<file path="config.mk">
export PLATFORM = sky130hd
export DESIGN_NAME = range_frame_parser
export DESIGN_NICKNAME = d
export VERILOG_FILES = /design/src/rfp_pkg.sv /design/src/range_frame_parser.sv
export SDC_FILE = /design/constraint.sdc
export NUM_CORES = 1
export LEC_CHECK = 0
export ABC_AREA = 1
export CAP_MARGIN = 20
export CORE_MARGIN = 1.5
export CORE_UTILIZATION = 62
export DETAILED_ROUTE_END_ITERATION = 12
export DONT_BUFFER_PORTS = 1
export PLACE_DENSITY = 0.8
export SYNTH_ARGS = -nofsm -noshare
export SYNTH_HDL_FRONTEND = slang
export SYNTH_SLANG_ARGS = --single-unit
</file>
<file path="constraint.sdc">
create_clock -name clk -period 2.8 [get_ports clk]
set_input_delay 0.84 -clock clk [delete_from_list [all_inputs] [get_ports clk]]
set_output_delay 0.84 -clock clk [all_outputs]
set_load 0.005 [all_outputs]
</file>
<file path="src/rfp_pkg.sv">
package rfp_pkg;

    typedef logic [7:0] byte_t;
    typedef logic [2:0] pos_t;
    typedef logic [1:0] fstat_t;

    localparam byte_t HDR_FIRST   = 8'h55;
    localparam byte_t HDR_SECOND  = 8'hAA;
    localparam byte_t STATUS_GOOD = 8'h01;

    localparam pos_t POS_HDR_FIRST  = 3'd0;
    localparam pos_t POS_HDR_SECOND = 3'd1;
    localparam pos_t POS_STATUS     = 3'd3;
    localparam pos_t POS_DIST_HIGH  = 3'd5;
    localparam pos_t POS_DIST_LOW   = 3'd6;
    localparam pos_t POS_CHECKSUM   = 3'd7;

    localparam fstat_t FSTAT_VALID    = 2'd0;
    localparam fstat_t FSTAT_CHECKSUM = 2'd1;
    localparam fstat_t FSTAT_FAILED   = 2'd2;

endpackage

</file>
<file path="src/range_frame_parser.sv">
// Path: checksum item -> input register -> result register -> out_valid.
// Throughput: one item per cycle; the input register advances unless it holds the checksum
// item while the result register is full and its item is not taken in the same cycle.
// Reset (rst_n low, asynchronous): input and result registers empty, frame position
// back to waiting for the first header byte, running sum zero.
module range_frame_parser
(
    input  logic                 clk,
    input  logic                 rst_n,
    input  logic                 in_valid,
    output logic                 in_stall,
    input  logic [7:0]           rx_byte,
    output logic                 out_valid,
    input  logic                 out_stall,
    output logic [1:0]           frame_status,
    output logic [15:0]          distance_dm
);

    logic                 s1_valid_reg;
    rfp_pkg::byte_t       s1_byte_reg;

    rfp_pkg::pos_t        pos_reg;
    rfp_pkg::pos_t        pos_next;
    rfp_pkg::byte_t       sum_reg;
    rfp_pkg::byte_t       sum_next;
    rfp_pkg::byte_t       status_reg;
    rfp_pkg::byte_t       dist_hi_reg;
    rfp_pkg::byte_t       dist_lo_reg;

    logic                 out_valid_reg;
    rfp_pkg::fstat_t      fstat_reg;
    rfp_pkg::fstat_t      fstat_next;
    logic [15:0]          dist_reg;

    logic                 emit;
    logic                 out_free;
    logic                 s1_adv;
    logic                 s1_fire;

    assign emit     = s1_valid_reg && (pos_reg == rfp_pkg::POS_CHECKSUM);
    assign out_free = !out_valid_reg || !out_stall;
    assign s1_adv   = !emit || out_free;
    assign s1_fire  = s1_valid_reg && s1_adv;
    assign in_stall = s1_valid_reg && !s1_adv;

    assign out_valid    = out_valid_reg;
    assign frame_status = fstat_reg;
    assign distance_dm  = dist_reg;

    always_comb
    begin
        pos_next = pos_reg;
        sum_next = sum_reg;
        case (pos_reg)
            rfp_pkg::POS_HDR_FIRST:
            begin
                if (s1_byte_reg == rfp_pkg::HDR_FIRST)
                begin
                    pos_next = rfp_pkg::POS_HDR_SECOND;
                    sum_next = s1_byte_reg;
                end
            end
            rfp_pkg::POS_HDR_SECOND:
            begin
                if (s1_byte_reg == rfp_pkg::HDR_SECOND)
                begin
                    pos_next = pos_reg + 3'd1;
                    sum_next = sum_reg + s1_byte_reg;
                end
                else if (s1_byte_reg == rfp_pkg::HDR_FIRST)
                begin
                    pos_next = rfp_pkg::POS_HDR_SECOND;
                    sum_next = s1_byte_reg;
                end
                else
                begin
                    pos_next = rfp_pkg::POS_HDR_FIRST;
                    sum_next = '0;
                end
            end
            rfp_pkg::POS_CHECKSUM:
            begin
                pos_next = rfp_pkg::POS_HDR_FIRST;
                sum_next = '0;
            end
            default:
            begin
                pos_next = pos_reg + 3'd1;
                sum_next = sum_reg + s1_byte_reg;
            end
        endcase
    end

    always_comb
    begin
        if (sum_reg != s1_byte_reg)
        begin
            fstat_next = rfp_pkg::FSTAT_CHECKSUM;
        end
        else if (status_reg != rfp_pkg::STATUS_GOOD)
        begin
            fstat_next = rfp_pkg::FSTAT_FAILED;
        end
        else
        begin
            fstat_next = rfp_pkg::FSTAT_VALID;
        end
    end

    // input register
    always_ff @(posedge clk or negedge rst_n)
    begin
        if (!rst_n)
        begin
            s1_valid_reg <= 1'b0;
        end
        else if (!in_stall)
        begin
            s1_valid_reg <= in_valid;
        end
    end

    always_ff @(posedge clk)
    begin
        if (in_valid && !in_stall)
        begin
            s1_byte_reg <= rx_byte;
        end
    end

    // parse state
    always_ff @(posedge clk or negedge rst_n)
    begin
        if (!rst_n)
        begin
            pos_reg <= rfp_pkg::POS_HDR_FIRST;
            sum_reg <= '0;
        end
        else if (s1_fire)
        begin
            pos_reg <= pos_next;
            sum_reg <= sum_next;
        end
    end

    always_ff @(posedge clk)
    begin
        if (s1_fire)
        begin
            if (pos_reg == rfp_pkg::POS_STATUS)
            begin
                status_reg <= s1_byte_reg;
            end
            if (pos_reg == rfp_pkg::POS_DIST_HIGH)
            begin
                dist_hi_reg <= s1_byte_reg;
            end
            if (pos_reg == rfp_pkg::POS_DIST_LOW)
            begin
                dist_lo_reg <= s1_byte_reg;
            end
        end
    end

    // result register
    always_ff @(posedge clk or negedge rst_n)
    begin
        if (!rst_n)
        begin
            out_valid_reg <= 1'b0;
        end
        else if (out_free)
        begin
            out_valid_reg <= emit;
        end
    end

    always_ff @(posedge clk)
    begin
        if (emit && out_free)
        begin
            fstat_reg <= fstat_next;
            dist_reg  <= {dist_hi_reg, dist_lo_reg};
        end
    end

endmodule
</file>
### After elaboration in Yosys (flattened, before gate mapping)

Cells that the tools add are included.

* add/subtract/negate cells: 2
* eq/ne operators: 10
* multiplexer cells: 9
* reductions and logical operators: 17

Operators with widths (number)
* $mux W8: 3
* $pmux W8 S3: 1
* $eq A3 B3 Y1 const B: 3
* $pmux W3 S3: 1
* $add A8 B8 Y8: 1
* $eq A8 B7 Y1 const B: 1
* $eq A8 B8 Y1 const B: 1
* $ne A8 B1 Y1 const B: 1
* $ne A8 B8 Y1: 1
* $reduce_and A2 Y1: 4
* $mux W3: 2
* $logic_and A1 B1 Y1: 5
* $logic_not A1 Y1: 5
* $add A3 B1 Y3 const B: 1
* $eq A3 B1 Y1 const B: 1
* $eq A3 B2 Y1 const B: 1
* $logic_not A3 Y1: 1
* $logic_or A1 B1 Y1: 2
* $mux W2: 1
* $ne A2 B2 Y1 const B: 1
* $mux W1: 1

* bits in registers: 63
* input port bits: 12
* output and inout bits: 20

### Longest topological paths before layout

* depth after elaboration: 8
* mapped depth: 13
* mapped depth without buffers: 13

### Least setup slack after synthesis

OpenSTA, ideal clock, no wires.

* path type: in2reg
* from: input out_stall
* to: register dist_reg[0] (netlist: distance_dm[0]) (enable)
* library setup time: 0.399 ns
* arrival: 1.778 ns
* data required time: 2.401 ns
* setup slack: 0.623 ns
* stages: 1
* buffers on the path: 0
* cells stage by stage: a21oi_1

* longest elaborated chain between the ends: 3

Ends and longest elaborated chain
* from (decl): RTL line range_frame_parser.sv:14 `input logic out_stall,`
* $logic_not A1 Y1: RTL line range_frame_parser.sv:41 `assign out_free = !out_valid_reg || !out_stall;`
* $logic_or A1 B1 Y1: RTL line range_frame_parser.sv:41
* $logic_and A1 B1 Y1: RTL line range_frame_parser.sv:180 `if (emit && out_free)`
* to (signal assigned): RTL line range_frame_parser.sv:183 `dist_reg <= {dist_hi_reg, dist_lo_reg};`
* to (decl): RTL line range_frame_parser.sv:33 `logic [15:0] dist_reg;`

Every way passes these cells.
A chain may end at the register's enable or synchronous reset.

### Worst setup path in the final report

* from: register pos_reg[0]
* to: output in_stall

* longest elaborated chain between the ends: 6

Ends and longest elaborated chain
* from (decl): RTL line range_frame_parser.sv:22 `rfp_pkg::pos_t pos_reg;`
* from (signal assigned): RTL line range_frame_parser.sv:136 `pos_reg <= rfp_pkg::POS_HDR_FIRST;`
* from (signal assigned): RTL line range_frame_parser.sv:141 `pos_reg <= pos_next;`
* $eq A3 B3 Y1: RTL line range_frame_parser.sv:40 `assign emit = s1_valid_reg && (pos_reg == rfp_pkg::POS_CHECKSUM);`
* $logic_and A1 B1 Y1: RTL line range_frame_parser.sv:40
* $logic_not A1 Y1: RTL line range_frame_parser.sv:42 `assign s1_adv = !emit || out_free;`
* $logic_or A1 B1 Y1: RTL line range_frame_parser.sv:42
* $logic_not A1 Y1: RTL line range_frame_parser.sv:44 `assign in_stall = s1_valid_reg && !s1_adv;`
* $logic_and A1 B1 Y1: RTL line range_frame_parser.sv:44
* to (decl): RTL line range_frame_parser.sv:11 `output logic in_stall,`

Every way passes these cells.

==> impl_results.md <==
- Vias in the first global route: 1565
- Antenna Nets Post-Route: 0
- Count leader, synth: nand2_1
- Post-synth top flop: edfxtp_1
- Initial core utilization: 65.46%
- Gr ovfl total: 0
- Status: finished, final reports clean
- DIE HEIGHT: 68.69 um
- YS warnings: 0
- Final Skew: 0.007875 ns
- R2r endpoint: dist_lo_reg[6]
- N_diodes: 0
- Synth Instances: 223
- Post-CTS Setup Bufs: 0
- Worst-case reg-to-reg path depth: 7
- Share of synthesized flip-flops with an asynchronous set or reset: 20.63%
- Simple-Gate Fraction of Synth Area: 16.70%
- Crit-path slowest cell: dfrtp_1
- Final hold viol count: 0
- Register area share after synthesis: 68.29%
- Core region area: 0.004086 mm2
- Multiplexer area fraction after synthesis: 0%
- Mapped Area: 0.002675 mm2
- TritonCTS Buffers: 9
- Final number of max-transition violations: 0
- # port buffers: 0
- Filler Cell Count: 287
- Cts repair resizes: 0
- CTS root buf: clkbuf_8
- Net count after synthesis: 249
- Top-area cell type share of the netlist area: 56.13%
- Hpwl dp: 3267 um
- Largest register FFs: 16
- Area delta synth->final: 9.682%
- Fin crit share: 79.06%
- CTS tree: yes
- Unrepaired setup endpoints after global routing: false
- Die ar.: 0.004718 mm2
- FP Rows: 23
- Leakage power of the design: 1.223 nW
- Crit Path Class: reg2out
- Count of final setup violators: 0
- Critical path arrival: 1.37 ns
- Largest net degree at the start of global routing: 19
- Via/cell ratio: 5.440
- Post-synth EDFFs: 50
- Reg-to-reg slack, setup: 0.77 ns
- WP data required: 1.96 ns
- Num Clock Sinks: 63
- Max cap viols: 0
- Htree depth: 3
- Post-CTS Hold Buffers: 0
- Largest area contributor in the netlist: edfxtp_1
- Post-Synth XOR/XNOR Area: 1.310%
- Largest family of logic cells by synthesized area: simple AND/OR/NAND/NOR gates
- Synthesized-area fraction occupied by adder cells: 6.829%
- Worst-Skew Late Latency: 0.34 ns
- Initial antenna violation count: 0
- Cell Chain, Critical Path: ha_1 > ha_1 > nand2_1 > nor2_2
- Worst-path fanout max: 3
- Post-synthesis average cell area: 12.00 um2
- Worst Setup End Kind: output pin
- Proportion of layout cells with a drive suffix above 1: 9.129%
- Synth Area in Compound Gates: 2.853%
- Router iterations before antenna repair: 4
- Most frequent cells after synthesis: nand2_1 (54), edfxtp_1 (50), inv_1 (25)
- Slew HR: 53.85%
- Setup TNS: 0 ns
- Worst Max-Slew Pin Slew: 0.6897 ns
- Met2 Use GR: 38.10%
- IR drop worst, VDD: 0.0006514 V
- Main area contributors after synthesis: edfxtp_1 (56%), dfrtp_1 (12%), nand2_1 (7.6%)
- Detailed-route wire length per cell: 16.32 um
- Critical path's largest stage delay: 0.40 ns
- Met3 usage: 6.006%
- Number of synthesized register bits: 63
- Startpoint Class: flip-flop
- Tot GR Track Use: 23.86%
- GPL Wtd Cong: 0.9038
- Grt met1 use: 28.86%
- Remaining routing DRC violations: 0
- First-pass GRT wire length: 7514 um
- Final wirelength: 4749 um
- Fin crit period: 2.214 ns
- Clock-pin slew on the worst setup and hold paths: 0.07 ns
- Gr busiest metal: met2
- Final total power: 2.671 mW
- R2R Path Start: pos_reg[0]
- Worst path most repeated cell: ha_1
- DRT iter0 DRCs: 130
- Chip width: 68.69 um
- Nets: 262
- Via count: 1583
- Maximum operating frequency: 451.8 MHz
- PD cells: 910.3 mW/mm2
- Clk buf depth: 2
- Hold Crit Class: in2async
- Io pins: 32
- Yosys cell types: 26
layer usage:
layer  part of all wire [%]  vias to the layer above  routed length, um
met5                      0                        -                  0
met4                    2.9                        0                139
met1                     43                      721               2046
li1                       -                      789                  -
met2                     49                       62               2344
met3                    4.6                       11                220
cell usage in the layout (no fill, tap or decap), types with 2 or more instances in the layout:
cell type  Yosys  final
nand2_1       54     54
buf_4          0      2
nor4_1         3      3
xnor2_1        3      3
nand4_1        3      3
nor3_1         2      2
clkbuf_1       0      3
nor2_1        11     11
clkbuf_8       0      9
nand3b_1       3      3
nand2_2        2      2
ha_1          13     13
a21oi_1        8      8
inv_2          2      2
o21ai_0        3      3
inv_1         25     25
dfrtp_1       13     13
nand3_1       18     18
edfxtp_1      50     50
cell type report:
class / instances / area, um2 / share of cell area, %
Clock buffer: 12 / 135.1 / 4.606
Tap cell: 50 / 62.56 / 2.132
Multi-Input combinational cell: 132 / 740.7 / 25.25
Clock inverter: 4 / 46.29 / 1.578
Inverter: 28 / 107.6 / 3.667
Timing Repair Buffer: 2 / 15.01 / 0.5117
Sequential cell: 63 / 1827 / 62.26
where the power goes:
group / switching [mW] / internal, mW / total (mW)
sequential: 0.0796 / 1.12 / 1.20
combinational: 0.454 / 0.278 / 0.732
clock: 0.327 / 0.407 / 0.734
total: 0.861 / 1.81 / 2.67
worst max path at each step:
| stage | from | to | slack (ns) | cells past startpoint |
|---|---|---|---|---|
| floorplan | out_stall | distance_dm[0] | 0.62 | 1 |
| global placement | out_stall | dist_lo_reg[7] | 0.85 | 5 |
| detailed placement | pos_reg[0] | dist_lo_reg[7] | 0.80 | 7 |
| CTS | pos_reg[0] | in_stall | 0.58 | 4 |
| global route | pos_reg[0] | in_stall | 0.49 | 4 |
| finish | pos_reg[0] | in_stall | 0.59 | 4 |
worst max-delay path, delay by kind of cell, from the launching register on:
kind          cells  cell delay, ns
fa+ha+maj         2            0.36
simple gates      2            0.29
flops             1            0.40
cell families after synthesis:
logic type | Yosys count
xor+xnor | 4
flops | 63
simple gates | 100
buf+inv | 28
fa+ha+maj | 14
compound gates | 14
stage by stage:
step	instance area (um2)	std cells	setup WS, ns	hold WS, ns	utilization [%]
6_report	2934	291	0.5864	0.1898	71.80
2_1_floorplan	2675	223	0.6235	0.4003	-
3_5_place_dp	2753	275	0.7959	0.4045	67.36
4_1_cts	2934	291	0.5819	0.1833	71.80
3_3_place_gp	2753	275	0.8546	0.4019	67.36
5_1_grt	2934	291	0.4851	0.1705	71.80
No activity file was read; power rests on OpenSTA's default activity.
